File: src/rtl/core/bced_pkg.sv
// ----------------------------------------------------------------------------
// Button click event detector - package
// Event codes, register indexes, widths and the front-to-back op record.
// ----------------------------------------------------------------------------
package bced_pkg;

    localparam int TICK_W      = 10;
    localparam int LONG_W      = 32;
    localparam int DCLK_W      = 16;
    localparam int CFG_INDEX_W = 2;
    localparam int CFG_DATA_W  = 32;
    localparam int CODE_W      = 3;

    localparam logic [CFG_INDEX_W-1:0] REG_TICK_PERIOD = 2'd0;
    localparam logic [CFG_INDEX_W-1:0] REG_HOLD_LIMIT  = 2'd1;
    localparam logic [CFG_INDEX_W-1:0] REG_DBL_WINDOW  = 2'd2;

    localparam logic [CODE_W-1:0] EV_DOWN      = 3'd0;
    localparam logic [CODE_W-1:0] EV_UP        = 3'd1;
    localparam logic [CODE_W-1:0] EV_CLICK     = 3'd2;
    localparam logic [CODE_W-1:0] EV_LONG_HOLD = 3'd3;
    localparam logic [CODE_W-1:0] EV_DBL_TAP   = 3'd4;

    typedef enum logic [1:0] {
        OP_DOWN,
        OP_DOUBLE,
        OP_RELEASE
    } op_kind_t;

    typedef struct packed {
        op_kind_t kind;
        logic     click_en;   // single-click mode when the item was classified
    } bced_op_t;

endpackage

File: src/rtl/core/bced_queue.sv
// ----------------------------------------------------------------------------
// Button click event detector - op queue
// Two-entry FIFO between the classifying front and the event back end.
// ----------------------------------------------------------------------------
module bced_queue #(
    parameter int WIDTH = 8
) (
    input  logic             aclk,
    input  logic             aresetn,
    input  logic             push_valid,
    output logic             push_ready,
    input  logic [WIDTH-1:0] push_data,
    output logic             pop_valid,
    input  logic             pop_ready,
    output logic [WIDTH-1:0] pop_data
);

    logic [WIDTH-1:0] mem_reg [2];
    logic             wr_ptr_reg, wr_ptr_next;
    logic             rd_ptr_reg, rd_ptr_next;
    logic [1:0]       count_reg, count_next;
    logic             do_push, do_pop;

    assign push_ready = (count_reg != 2'd2);
    assign pop_valid  = (count_reg != 2'd0);
    assign pop_data   = mem_reg[rd_ptr_reg];
    assign do_push    = push_valid && push_ready;
    assign do_pop     = pop_valid && pop_ready;

    always_comb begin
        wr_ptr_next = do_push ? ~wr_ptr_reg : wr_ptr_reg;
        rd_ptr_next = do_pop  ? ~rd_ptr_reg : rd_ptr_reg;
        count_next  = count_reg;
        if (do_push && !do_pop) begin
            count_next = count_reg + 2'd1;
        end else if (do_pop && !do_push) begin
            count_next = count_reg - 2'd1;
        end
    end

    always_ff @(posedge aclk) begin
        if (!aresetn) begin
            wr_ptr_reg <= 1'b0;
            rd_ptr_reg <= 1'b0;
            count_reg  <= 2'd0;
        end else begin
            wr_ptr_reg <= wr_ptr_next;
            rd_ptr_reg <= rd_ptr_next;
            count_reg  <= count_next;
        end
    end

    always_ff @(posedge aclk) begin
        if (do_push) begin
            mem_reg[wr_ptr_reg] <= push_data;
        end
    end

endmodule

File: src/rtl/core/bced_front.sv
// ----------------------------------------------------------------------------
// Button click event detector - front end
// Takes one level per tick, advances the timers and classifies level changes.
// ----------------------------------------------------------------------------
module bced_front
    import bced_pkg::*;
#(
    parameter int TIME_WIDTH = 32
) (
    input  logic                  aclk,
    input  logic                  aresetn,
    input  logic                  s_tvalid,
    output logic                  s_tready,
    input  logic [7:0]            s_tdata,      // [0] pin_level
    input  logic [TICK_W-1:0]     tick_period,
    input  logic [DCLK_W-1:0]     dbl_window,
    output logic                  push_valid,
    input  logic                  push_ready,
    output bced_op_t              push_op,
    output logic [TIME_WIDTH-1:0] push_held
);

    // Hold time since the last press; equals clock minus press stamp, modulo
    logic [TIME_WIDTH-1:0] hold_reg, hold_next, hold_inc;
    logic [DCLK_W-1:0]     countdown_reg, countdown_next, countdown_dec;
    logic                  prior_reg, prior_next;
    logic                  level, change, accept;

    assign level    = s_tdata[0];
    assign s_tready = push_ready;
    assign accept   = s_tvalid && s_tready;
    assign change   = (level != prior_reg);
    assign hold_inc = hold_reg + TIME_WIDTH'(tick_period);

    always_comb begin
        if (countdown_reg > DCLK_W'(tick_period)) begin
            countdown_dec = countdown_reg - DCLK_W'(tick_period);
        end else begin
            countdown_dec = '0;
        end

        hold_next        = hold_inc;
        countdown_next   = countdown_dec;
        prior_next       = level;
        push_valid       = accept && change;
        push_held        = hold_inc;
        push_op.click_en = (dbl_window == '0);
        push_op.kind     = OP_RELEASE;

        if (change && level) begin
            hold_next = '0;
            if (dbl_window != '0 && countdown_dec != '0) begin
                push_op.kind   = OP_DOUBLE;
                countdown_next = '0;
            end else begin
                push_op.kind   = OP_DOWN;
                countdown_next = dbl_window;
            end
        end
    end

    always_ff @(posedge aclk) begin
        if (!aresetn) begin
            hold_reg      <= '0;
            countdown_reg <= '0;
            prior_reg     <= 1'b0;
        end else if (accept) begin
            hold_reg      <= hold_next;
            countdown_reg <= countdown_next;
            prior_reg     <= prior_next;
        end
    end

endmodule

File: src/rtl/core/bced_back.sv
// ----------------------------------------------------------------------------
// Button click event detector - back end
// Turns queued ops into one or two events behind a registered output stage.
// ----------------------------------------------------------------------------
module bced_back
    import bced_pkg::*;
#(
    parameter int TIME_WIDTH = 32
) (
    input  logic                  aclk,
    input  logic                  aresetn,
    input  logic                  op_valid,
    output logic                  op_ready,
    input  bced_op_t              op,
    input  logic [TIME_WIDTH-1:0] op_held,
    input  logic [LONG_W-1:0]     hold_limit,
    output logic                  m_tvalid,
    input  logic                  m_tready,
    output logic [7:0]            m_tdata,      // [2:0] event_code
    output logic                  m_tlast       // last_of_run
);

    localparam int CMP_W = (TIME_WIDTH > LONG_W) ? TIME_WIDTH : LONG_W;

    logic              valid_reg, valid_next;
    logic [CODE_W-1:0] code_reg, code_next;
    logic              last_reg, last_next;
    logic              pend_reg, pend_next;
    logic [CODE_W-1:0] pend_code_reg, pend_code_next;
    logic              out_free, long_hit, has_second;
    logic [CODE_W-1:0] first_code, second_code;

    assign out_free = !valid_reg || m_tready;
    assign op_ready = out_free && !pend_reg;

    assign long_hit = (hold_limit != '0) && (CMP_W'(op_held) > CMP_W'(hold_limit));

    always_comb begin
        first_code  = EV_UP;
        second_code = long_hit ? EV_LONG_HOLD : EV_CLICK;
        has_second  = 1'b0;
        case (op.kind)
            OP_DOWN:    first_code = EV_DOWN;
            OP_DOUBLE:  first_code = EV_DBL_TAP;
            OP_RELEASE: has_second = long_hit || op.click_en;
            default:    first_code = EV_UP;
        endcase
    end

    always_comb begin
        valid_next     = valid_reg;
        code_next      = code_reg;
        last_next      = last_reg;
        pend_next      = pend_reg;
        pend_code_next = pend_code_reg;
        if (out_free) begin
            if (pend_reg) begin
                valid_next = 1'b1;
                code_next  = pend_code_reg;
                last_next  = 1'b1;
                pend_next  = 1'b0;
            end else if (op_valid) begin
                valid_next     = 1'b1;
                code_next      = first_code;
                last_next      = !has_second;
                pend_next      = has_second;
                pend_code_next = second_code;
            end else begin
                valid_next = 1'b0;
            end
        end
    end

    always_ff @(posedge aclk) begin
        if (!aresetn) begin
            valid_reg <= 1'b0;
            pend_reg  <= 1'b0;
        end else begin
            valid_reg <= valid_next;
            pend_reg  <= pend_next;
        end
        code_reg      <= code_next;
        last_reg      <= last_next;
        pend_code_reg <= pend_code_next;
    end

    assign m_tvalid = valid_reg;
    assign m_tdata  = {{(8-CODE_W){1'b0}}, code_reg};
    assign m_tlast  = last_reg;

endmodule

File: src/rtl/core/button_click_event_detector.sv
// ----------------------------------------------------------------------------
// Button click event detector - top level
// One sampled button level per tick in, down/up/click/long-hold/double-tap
// events out.
//
// Input stream: one item per timer tick, s_tdata[0] is the pin level
// (1 pressed). Ticks with no level change give no event. A press gives one
// event, a release one or two; m_tlast marks the final event of a tick.
// Config: cfg_we writes cfg_wdata into register cfg_index (0 tick period,
// 1 long-press limit, 2 double-click window) at the clock edge; write only
// while the block is idle. Unknown indexes are ignored.
// The first event of a tick is written into the queue when the tick is
// accepted and is then loaded into the output register.
// Throughput: a tick a cycle while the queue has room; the output register
// holds one event at a time, and the back end takes no new op until the
// second event of a release has been loaded.
// Reset (aresetn low, synchronous) clears timers and the queue, sets the
// level to released and restores register defaults. When m_tready is low the
// output item holds, the two-entry queue fills and s_tready then drops.
// ----------------------------------------------------------------------------
module button_click_event_detector
    import bced_pkg::*;
#(
    parameter int TIME_WIDTH = 32
) (
    input  logic                   aclk,
    input  logic                   aresetn,
    input  logic                   s_tvalid,
    output logic                   s_tready,
    input  logic [7:0]             s_tdata,     // [0] pin_level
    output logic                   m_tvalid,
    input  logic                   m_tready,
    output logic [7:0]             m_tdata,     // [2:0] event_code
    output logic                   m_tlast,     // last_of_run
    input  logic                   cfg_we,
    input  logic [CFG_INDEX_W-1:0] cfg_index,
    input  logic [CFG_DATA_W-1:0]  cfg_wdata
);

    localparam int OP_W = $bits(bced_op_t);
    localparam int Q_W  = TIME_WIDTH + OP_W;

    logic [TICK_W-1:0] tick_period_reg;
    logic [LONG_W-1:0] hold_limit_reg;
    logic [DCLK_W-1:0] dbl_window_reg;

    always_ff @(posedge aclk) begin
        if (!aresetn) begin
            tick_period_reg <= TICK_W'(1);
            hold_limit_reg  <= LONG_W'(1000);
            dbl_window_reg  <= '0;
        end else if (cfg_we) begin
            case (cfg_index)
                REG_TICK_PERIOD: tick_period_reg <= cfg_wdata[TICK_W-1:0];
                REG_HOLD_LIMIT:  hold_limit_reg  <= cfg_wdata[LONG_W-1:0];
                REG_DBL_WINDOW:  dbl_window_reg  <= cfg_wdata[DCLK_W-1:0];
                default:         ;
            endcase
        end
    end

    logic                  push_valid, push_ready;
    bced_op_t              push_op;
    logic [TIME_WIDTH-1:0] push_held;
    logic                  pop_valid, pop_ready;
    logic [Q_W-1:0]        pop_data;
    bced_op_t              pop_op;
    logic [TIME_WIDTH-1:0] pop_held;

    assign pop_op   = bced_op_t'(pop_data[OP_W-1:0]);
    assign pop_held = pop_data[Q_W-1:OP_W];

    bced_front #(
        .TIME_WIDTH (TIME_WIDTH)
    ) u_front (
        .aclk        (aclk),
        .aresetn     (aresetn),
        .s_tvalid    (s_tvalid),
        .s_tready    (s_tready),
        .s_tdata     (s_tdata),
        .tick_period (tick_period_reg),
        .dbl_window  (dbl_window_reg),
        .push_valid  (push_valid),
        .push_ready  (push_ready),
        .push_op     (push_op),
        .push_held   (push_held)
    );

    bced_queue #(
        .WIDTH (Q_W)
    ) u_queue (
        .aclk       (aclk),
        .aresetn    (aresetn),
        .push_valid (push_valid),
        .push_ready (push_ready),
        .push_data  ({push_held, push_op}),
        .pop_valid  (pop_valid),
        .pop_ready  (pop_ready),
        .pop_data   (pop_data)
    );

    bced_back #(
        .TIME_WIDTH (TIME_WIDTH)
    ) u_back (
        .aclk       (aclk),
        .aresetn    (aresetn),
        .op_valid   (pop_valid),
        .op_ready   (pop_ready),
        .op         (pop_op),
        .op_held    (pop_held),
        .hold_limit (hold_limit_reg),
        .m_tvalid   (m_tvalid),
        .m_tready   (m_tready),
        .m_tdata    (m_tdata),
        .m_tlast    (m_tlast)
    );

endmodule

File: config.mk
export PLATFORM = sky130hd
export DESIGN_NAME = button_click_event_detector
export DESIGN_NICKNAME = d
export VERILOG_FILES = /design/src/rtl/core/bced_pkg.sv /design/src/rtl/core/bced_queue.sv /design/src/rtl/core/bced_front.sv /design/src/rtl/core/bced_back.sv /design/src/rtl/core/button_click_event_detector.sv
export SDC_FILE = /design/constraint.sdc
export NUM_CORES = 1
export LEC_CHECK = 0
export ABC_AREA = 1
export BUFFER_PORTS_ARGS = -buffer_cell sky130_fd_sc_hd__buf_4
export CORE_ASPECT_RATIO = 0.5
export CORE_MARGIN = 3
export CORE_UTILIZATION = 64
export CTS_CLUSTER_DIAMETER = 100
export CTS_CLUSTER_SIZE = 20
export DETAILED_ROUTE_END_ITERATION = 12
export GPL_ROUTABILITY_DRIVEN = 0
export PLACE_DENSITY_LB_ADDON = 0.3
export SLEW_MARGIN = 20
export SYNTH_ARGS = -nofsm -noshare
export SYNTH_HDL_FRONTEND = slang
export SYNTH_SLANG_ARGS = --single-unit
File: constraint.sdc
create_clock -name aclk -period 7.66 [get_ports aclk]
set_input_delay 0.766 -clock aclk [delete_from_list [all_inputs] [get_ports aclk]]
set_output_delay 0.766 -clock aclk [all_outputs]
set_load 0.005 [all_outputs]
After elaboration in Yosys (flattened, before gate mapping):

Memories as Yosys holds them, arrays and structs flattened. A register that Yosys moved wholly into a read port is not among the register bits.
Cells that the tools add are included.

* register bits: 120
* output and inout bits: 11
* RAM bits: 70
* word-level logic and storage cells: 83
* bits of input ports: 47
* memories kept: 1

* reduce and logical (&&, ||, !) cells: 31
* bitwise gates (word level): 3
* order comparisons: 2
* equal/unequal tests: 6
* multiplexer cells: 22
* add/subtract/negate cells: 4

Memory list
* u_queue.mem_reg: depth 2, width 35, read ports 1, clocked after memory_dff 1, wr ports 1, RTL line bced_queue.sv:18 `logic [WIDTH-1:0] mem_reg [2];`

Operators by type and width (count)
* $mux 16: 3
* $add 32x10->32: 1
* $gt 32x32->1: 1
* $mux 32: 1
* $reduce_bool 16->1: 2
* $reduce_bool 32->1: 1
* $gt 16x10->1: 1
* $logic_not 16->1: 1
* $sub 16x10->16: 1
* $mux 1: 12
* $logic_and 1x1->1: 10
* $reduce_and 2->1: 4
* $mux 2: 3
* $mux 3: 2
* $pmux 3 s2: 1
* $reduce_bool 2->1: 3
* $logic_not 1->1: 5
* $eq 2x1->1 const B: 2
* $eq 2x2->1 const B: 2
* $logic_not 2->1: 2
* $not 1->1: 3
* $reduce_and 3->1: 1
* $add 2x1->2 const B: 1
* $logic_or 1x1->1: 2
* 3 further kinds: 3

Longest topological paths before layout:

* depth after elaboration: 8
* gate-level depth with buffers: 19
* depth with buffers taken out: 17

Modules after synthesis:

Synthesis repeated with hierarchy kept, for this count alone.

* cell total of the unflattened synthesis: 1396
* area total of the unflattened synthesis: 10827.9 um^2

Modules (own cells, without submodules)
* bced_front: seq. area each 980.9 um^2, cells each 691, area each 4222.8 um^2, instances 1
* bced_queue: seq. area each 2202.1 um^2, cells each 146, area each 2920.3 um^2, instances 1
* button_click_event_detector: seq. area each 1161.1 um^2, cells each 361, area each 2352.3 um^2, instances 1
* bced_back: seq. area each 190.2 um^2, cells each 198, area each 1332.5 um^2, instances 1

Least setup slack after synthesis:

Ideal clock, no wire load.

* kind: input -> register
* start point: in s_tdata[0]
* end point: mem u_queue.mem_reg[1][0] in the netlist's numbering (enable)
* required time: 7.231 ns
* buffers on the path: 0
* path slack: 4.457 ns
* arrival: 2.774 ns
* stages: 4
* setup time: 0.429 ns
* cell sequence: ha_1 nor2_1 inv_1 nor2_1

* longest elaborated chain between the ends: 5

Ends and longest elaborated chain
* start: declaration: RTL line button_click_event_detector.sv:30 `input logic [7:0] s_tdata,`
* $ne 1x1->1: RTL line bced_front.sv:32 `assign change = (level != prior_reg);`
* $logic_and 1x1->1: RTL line bced_front.sv:45 `push_valid = accept && change;`
* $logic_and 1x1->1: RTL line bced_queue.sv:27 `assign do_push = push_valid && push_ready;`
* named net u_queue.do_push: RTL line bced_queue.sv:22 `logic do_push, do_pop;`
* $mux 1: RTL line bced_queue.sv:54 `if (do_push) begin`
* $mux 1 (implied by the code): RTL line bced_queue.sv:55 `mem_reg[wr_ptr_reg] <= push_data;`
* end: declaration: RTL line bced_queue.sv:18

The timed path passes the listed nets, and every way through them passes these cells.

==> reports/metrics.csv <==
metric;value;unit
status;finished, violations left;
violated checks;DRC;
worst path bufs/invs;2;
Post-CTS Resized;0;
CP max stage cell;nor3b_1;
pin count of the biggest net entering global routing;65;
synth unique cells;48;
number of global-route vias before repair;7986;
Synth Flop Type;dfxtp_1;
DRT antenna net count;0;
Die X;183;um
Boundary Pins;58;
CTS Root Cell;clkbuf_16;
DIE HEIGHT;94.6;um
Cells after Synth;1214;
DP HPWL;17200;um
drt total wl;24100;um
Worst Hold Launch;u_front.prior_reg;
Post-synth EDFFs;75;
Crit path max-delay family;simple AND/OR/NAND/NOR gates;
CP Cell Sequence;buf_4, mux2_2, ha_1, nand2_1, nor3_1, nor3b_1, nand2_1, o21ai_0, inv_1, nand2_1, nand2_1, nand3_1, a21oi_1;
Min-Delay Path Depth;2;
worst-margin pin slew;1.05;ns
Max Freq;0.299;GHz
DRT iter0 DRCs;934;
RSZ-0062 raised after global routing;no;
design area;11100;um^2
Pre-antenna DRT Iters;10;
Setup Viol. Count Final;0;
most frequent CP cell;nand2_1;
Seq/Total Area, Yosys;45.2;%
crit path DAT;3.61;ns
critical-path maximum fanout;36;
vias per inst;5.83;
flops & latches, synth;189;
mapped cell area;10000;um^2
IO buf count;45;
global-route wire length before repair;39000;um
Leak;4.54;nW
Layout Nets;1347;
CTS Hold Bufs;0;
power consumption;0.00365;W
total core area;14900;um^2
syn_area_per_cell;8.27;um^2
die area;17300;um^2
Slew Viols, Final;0;
Cell Rows;31;
worst min path class;reg2reg;
PnR worst setup slack;4.31;ns
DR vias;8488;
layout cell share with drive strength beyond 1;12.4;%
flop2flop setup slack;4.31;ns
Worst EP required;7.93;ns
Max IR drop VDD;0.000278;V
Synthesis Warnings;0;
TritonCTS clock tree;done;
max reg flops;70;
Max Root-Sink Buffers;2;
Power Density;331;nW/um^2
Clock Pin Slew Worst Setup and Hold Paths;0.07;ns
final hold vios;0;
Global Route Usage Sum;28.5;%
initial antenna violation count;0;
Hold EP;u_front.prior_reg;
worst stage delay on the critical path;0.50;ns
Final min period;3.35;ns
total CTS buffers;17;
Synth async-reset ratio;0;%
Initial Utilization;67.4;%
Worst-Skew Late Latency;0.43;ns
CTS H-tree lvls;4;
area grow syn2layout;10.1;%
Routed wire per std cell;16.5;um
Sink Count;189;
setup TNS;0;ns
max cap viols;0;
Post-CTS Setup Inserts;0;
Setup CP Type;reg2reg;
antenna cells;0;
R2R depth;13;
CP Depth;13;
Post-Place Setup Slack;4.44;ns
placed inst area;10500;um^2
fin crit share;43.7;%
crit start category;flop;
RR Endpoint;u_back.pend_reg;
Worst Clk Skew;0.00939;ns
Worst setup EP type;flop;
Max-slew headroom;30.2;%
number of remaining DRC errors;2;
grt ovf;0;
fin util;74.2;%
[cells by family after synthesis]
| group | Yosys count | synth area share [%] |
|---|---|---|
| AO/OA/AOI/OAI | 246 | 13.7 |
| XOR/XNOR | 29 | 2.53 |
| adder cells (fa/ha/maj) | 56 | 7.13 |
| buffers and inverters | 216 | 8.52 |
| flip-flops | 189 | 45.2 |
| multiplexers | 34 | 3.78 |
| other | 1 | 0.0373 |
| AND/OR/NAND/NOR | 443 | 19.2 |
[cells in the final DEF (no fill, tap or decap), drive strengths merged, types with 2 or more instances in the layout]
cell / count
ha: 54
conb: 5
nand2: 262
nor2: 76
o211ai: 10
o32ai: 3
clkbuf: 19
inv: 178
a22oi: 2
nor3: 14
a21oi: 136
nand4: 26
nand3b: 3
a32o: 6
nor4: 12
dfxtp: 114
mux2i: 3
buf: 50
and2: 2
clkinv: 6
fa: 2
mux2: 31
o21ai: 78
xor2: 22
nand3: 46
xnor2: 7
o22ai: 6
edfxtp: 75
[worst min-delay path: cells and delay by family, from the launching register on]
| family | cells | cell delay, ns |
|---|---|---|
| compound gates | 1 | 0.06 |
| buf+inv | 1 | 0.06 |
| flops | 1 | 0.30 |
[synthesized netlist by cell type (all sizes together) (7+ instances only)]
cell type | number | area [um^2]
a21oi | 136 | 722
dfxtp | 114 | 2280
edfxtp | 75 | 2250
nor3 | 14 | 70.1
clkbuf | 31 | 116
xnor2 | 7 | 61.3
inv | 172 | 646
xor2 | 22 | 193
o21ai | 78 | 402
ha | 54 | 676
mux2 | 31 | 349
nand3 | 46 | 240
o211ai | 10 | 75.1
nor2 | 76 | 298
nand2 | 262 | 1030
nor4 | 12 | 75.1
nand4 | 26 | 163
buf | 12 | 90.1
[through the flow]
| step | hold slack, ns | cells |
|---|---|---|
| 6_report | 0.464 | 1455 |
| 2_1_floorplan | 0.433 | 1218 |
| 5_1_grt | 0.491 | 1455 |
| 3_5_place_dp | 0.459 | 1423 |
| 3_3_place_gp | 0.446 | 1423 |
| 4_1_cts | 0.469 | 1455 |
[cell type report]
class | count | area, um^2
tap | 198 | 248
clock inverter | 13 | 130
fill | 1084 | 3840
timing repair buffer | 50 | 375
clock buffer | 19 | 443
inverter | 173 | 649
multi-input combinational | 813 | 4670
sequential | 189 | 4530
[report_power, final]
| group | switching, W | leakage (nW) | internal (W) | total (W) |
|---|---|---|---|---|
| clock network | 0.000405 | 0.281 | 0.000466 | 0.000870 |
| logic | 0.00100 | 2.64 | 0.000560 | 0.00156 |
| registers | 0.0000484 | 1.63 | 0.00117 | 0.00122 |
[worst max path at each step]
stage | startpoint | endpoint | slack [ns]
global placement | flop | u_back.pend_reg | 4.58
detailed placement | flop | u_back.pend_reg | 4.44
floorplan | s_tdata[0] | u_queue.mem_reg[1][0] | 4.46
CTS | flop | u_back.pend_reg | 4.39
global route | flop | u_back.pend_reg | 4.02
finish | flop | u_back.pend_reg | 4.31
[per-layer routing]
metal	vias to the layer above	wire length (um)	GRT usage, %	share of wire, %
met5	-	0	0	0
met4	0	750	11.7	3.1
met3	65	1970	5.89	8.2
met2	391	11400	49.0	47
met1	3923	9940	35.8	41
li1	4109	-	-	-
(Power assumes the default switching activity.)
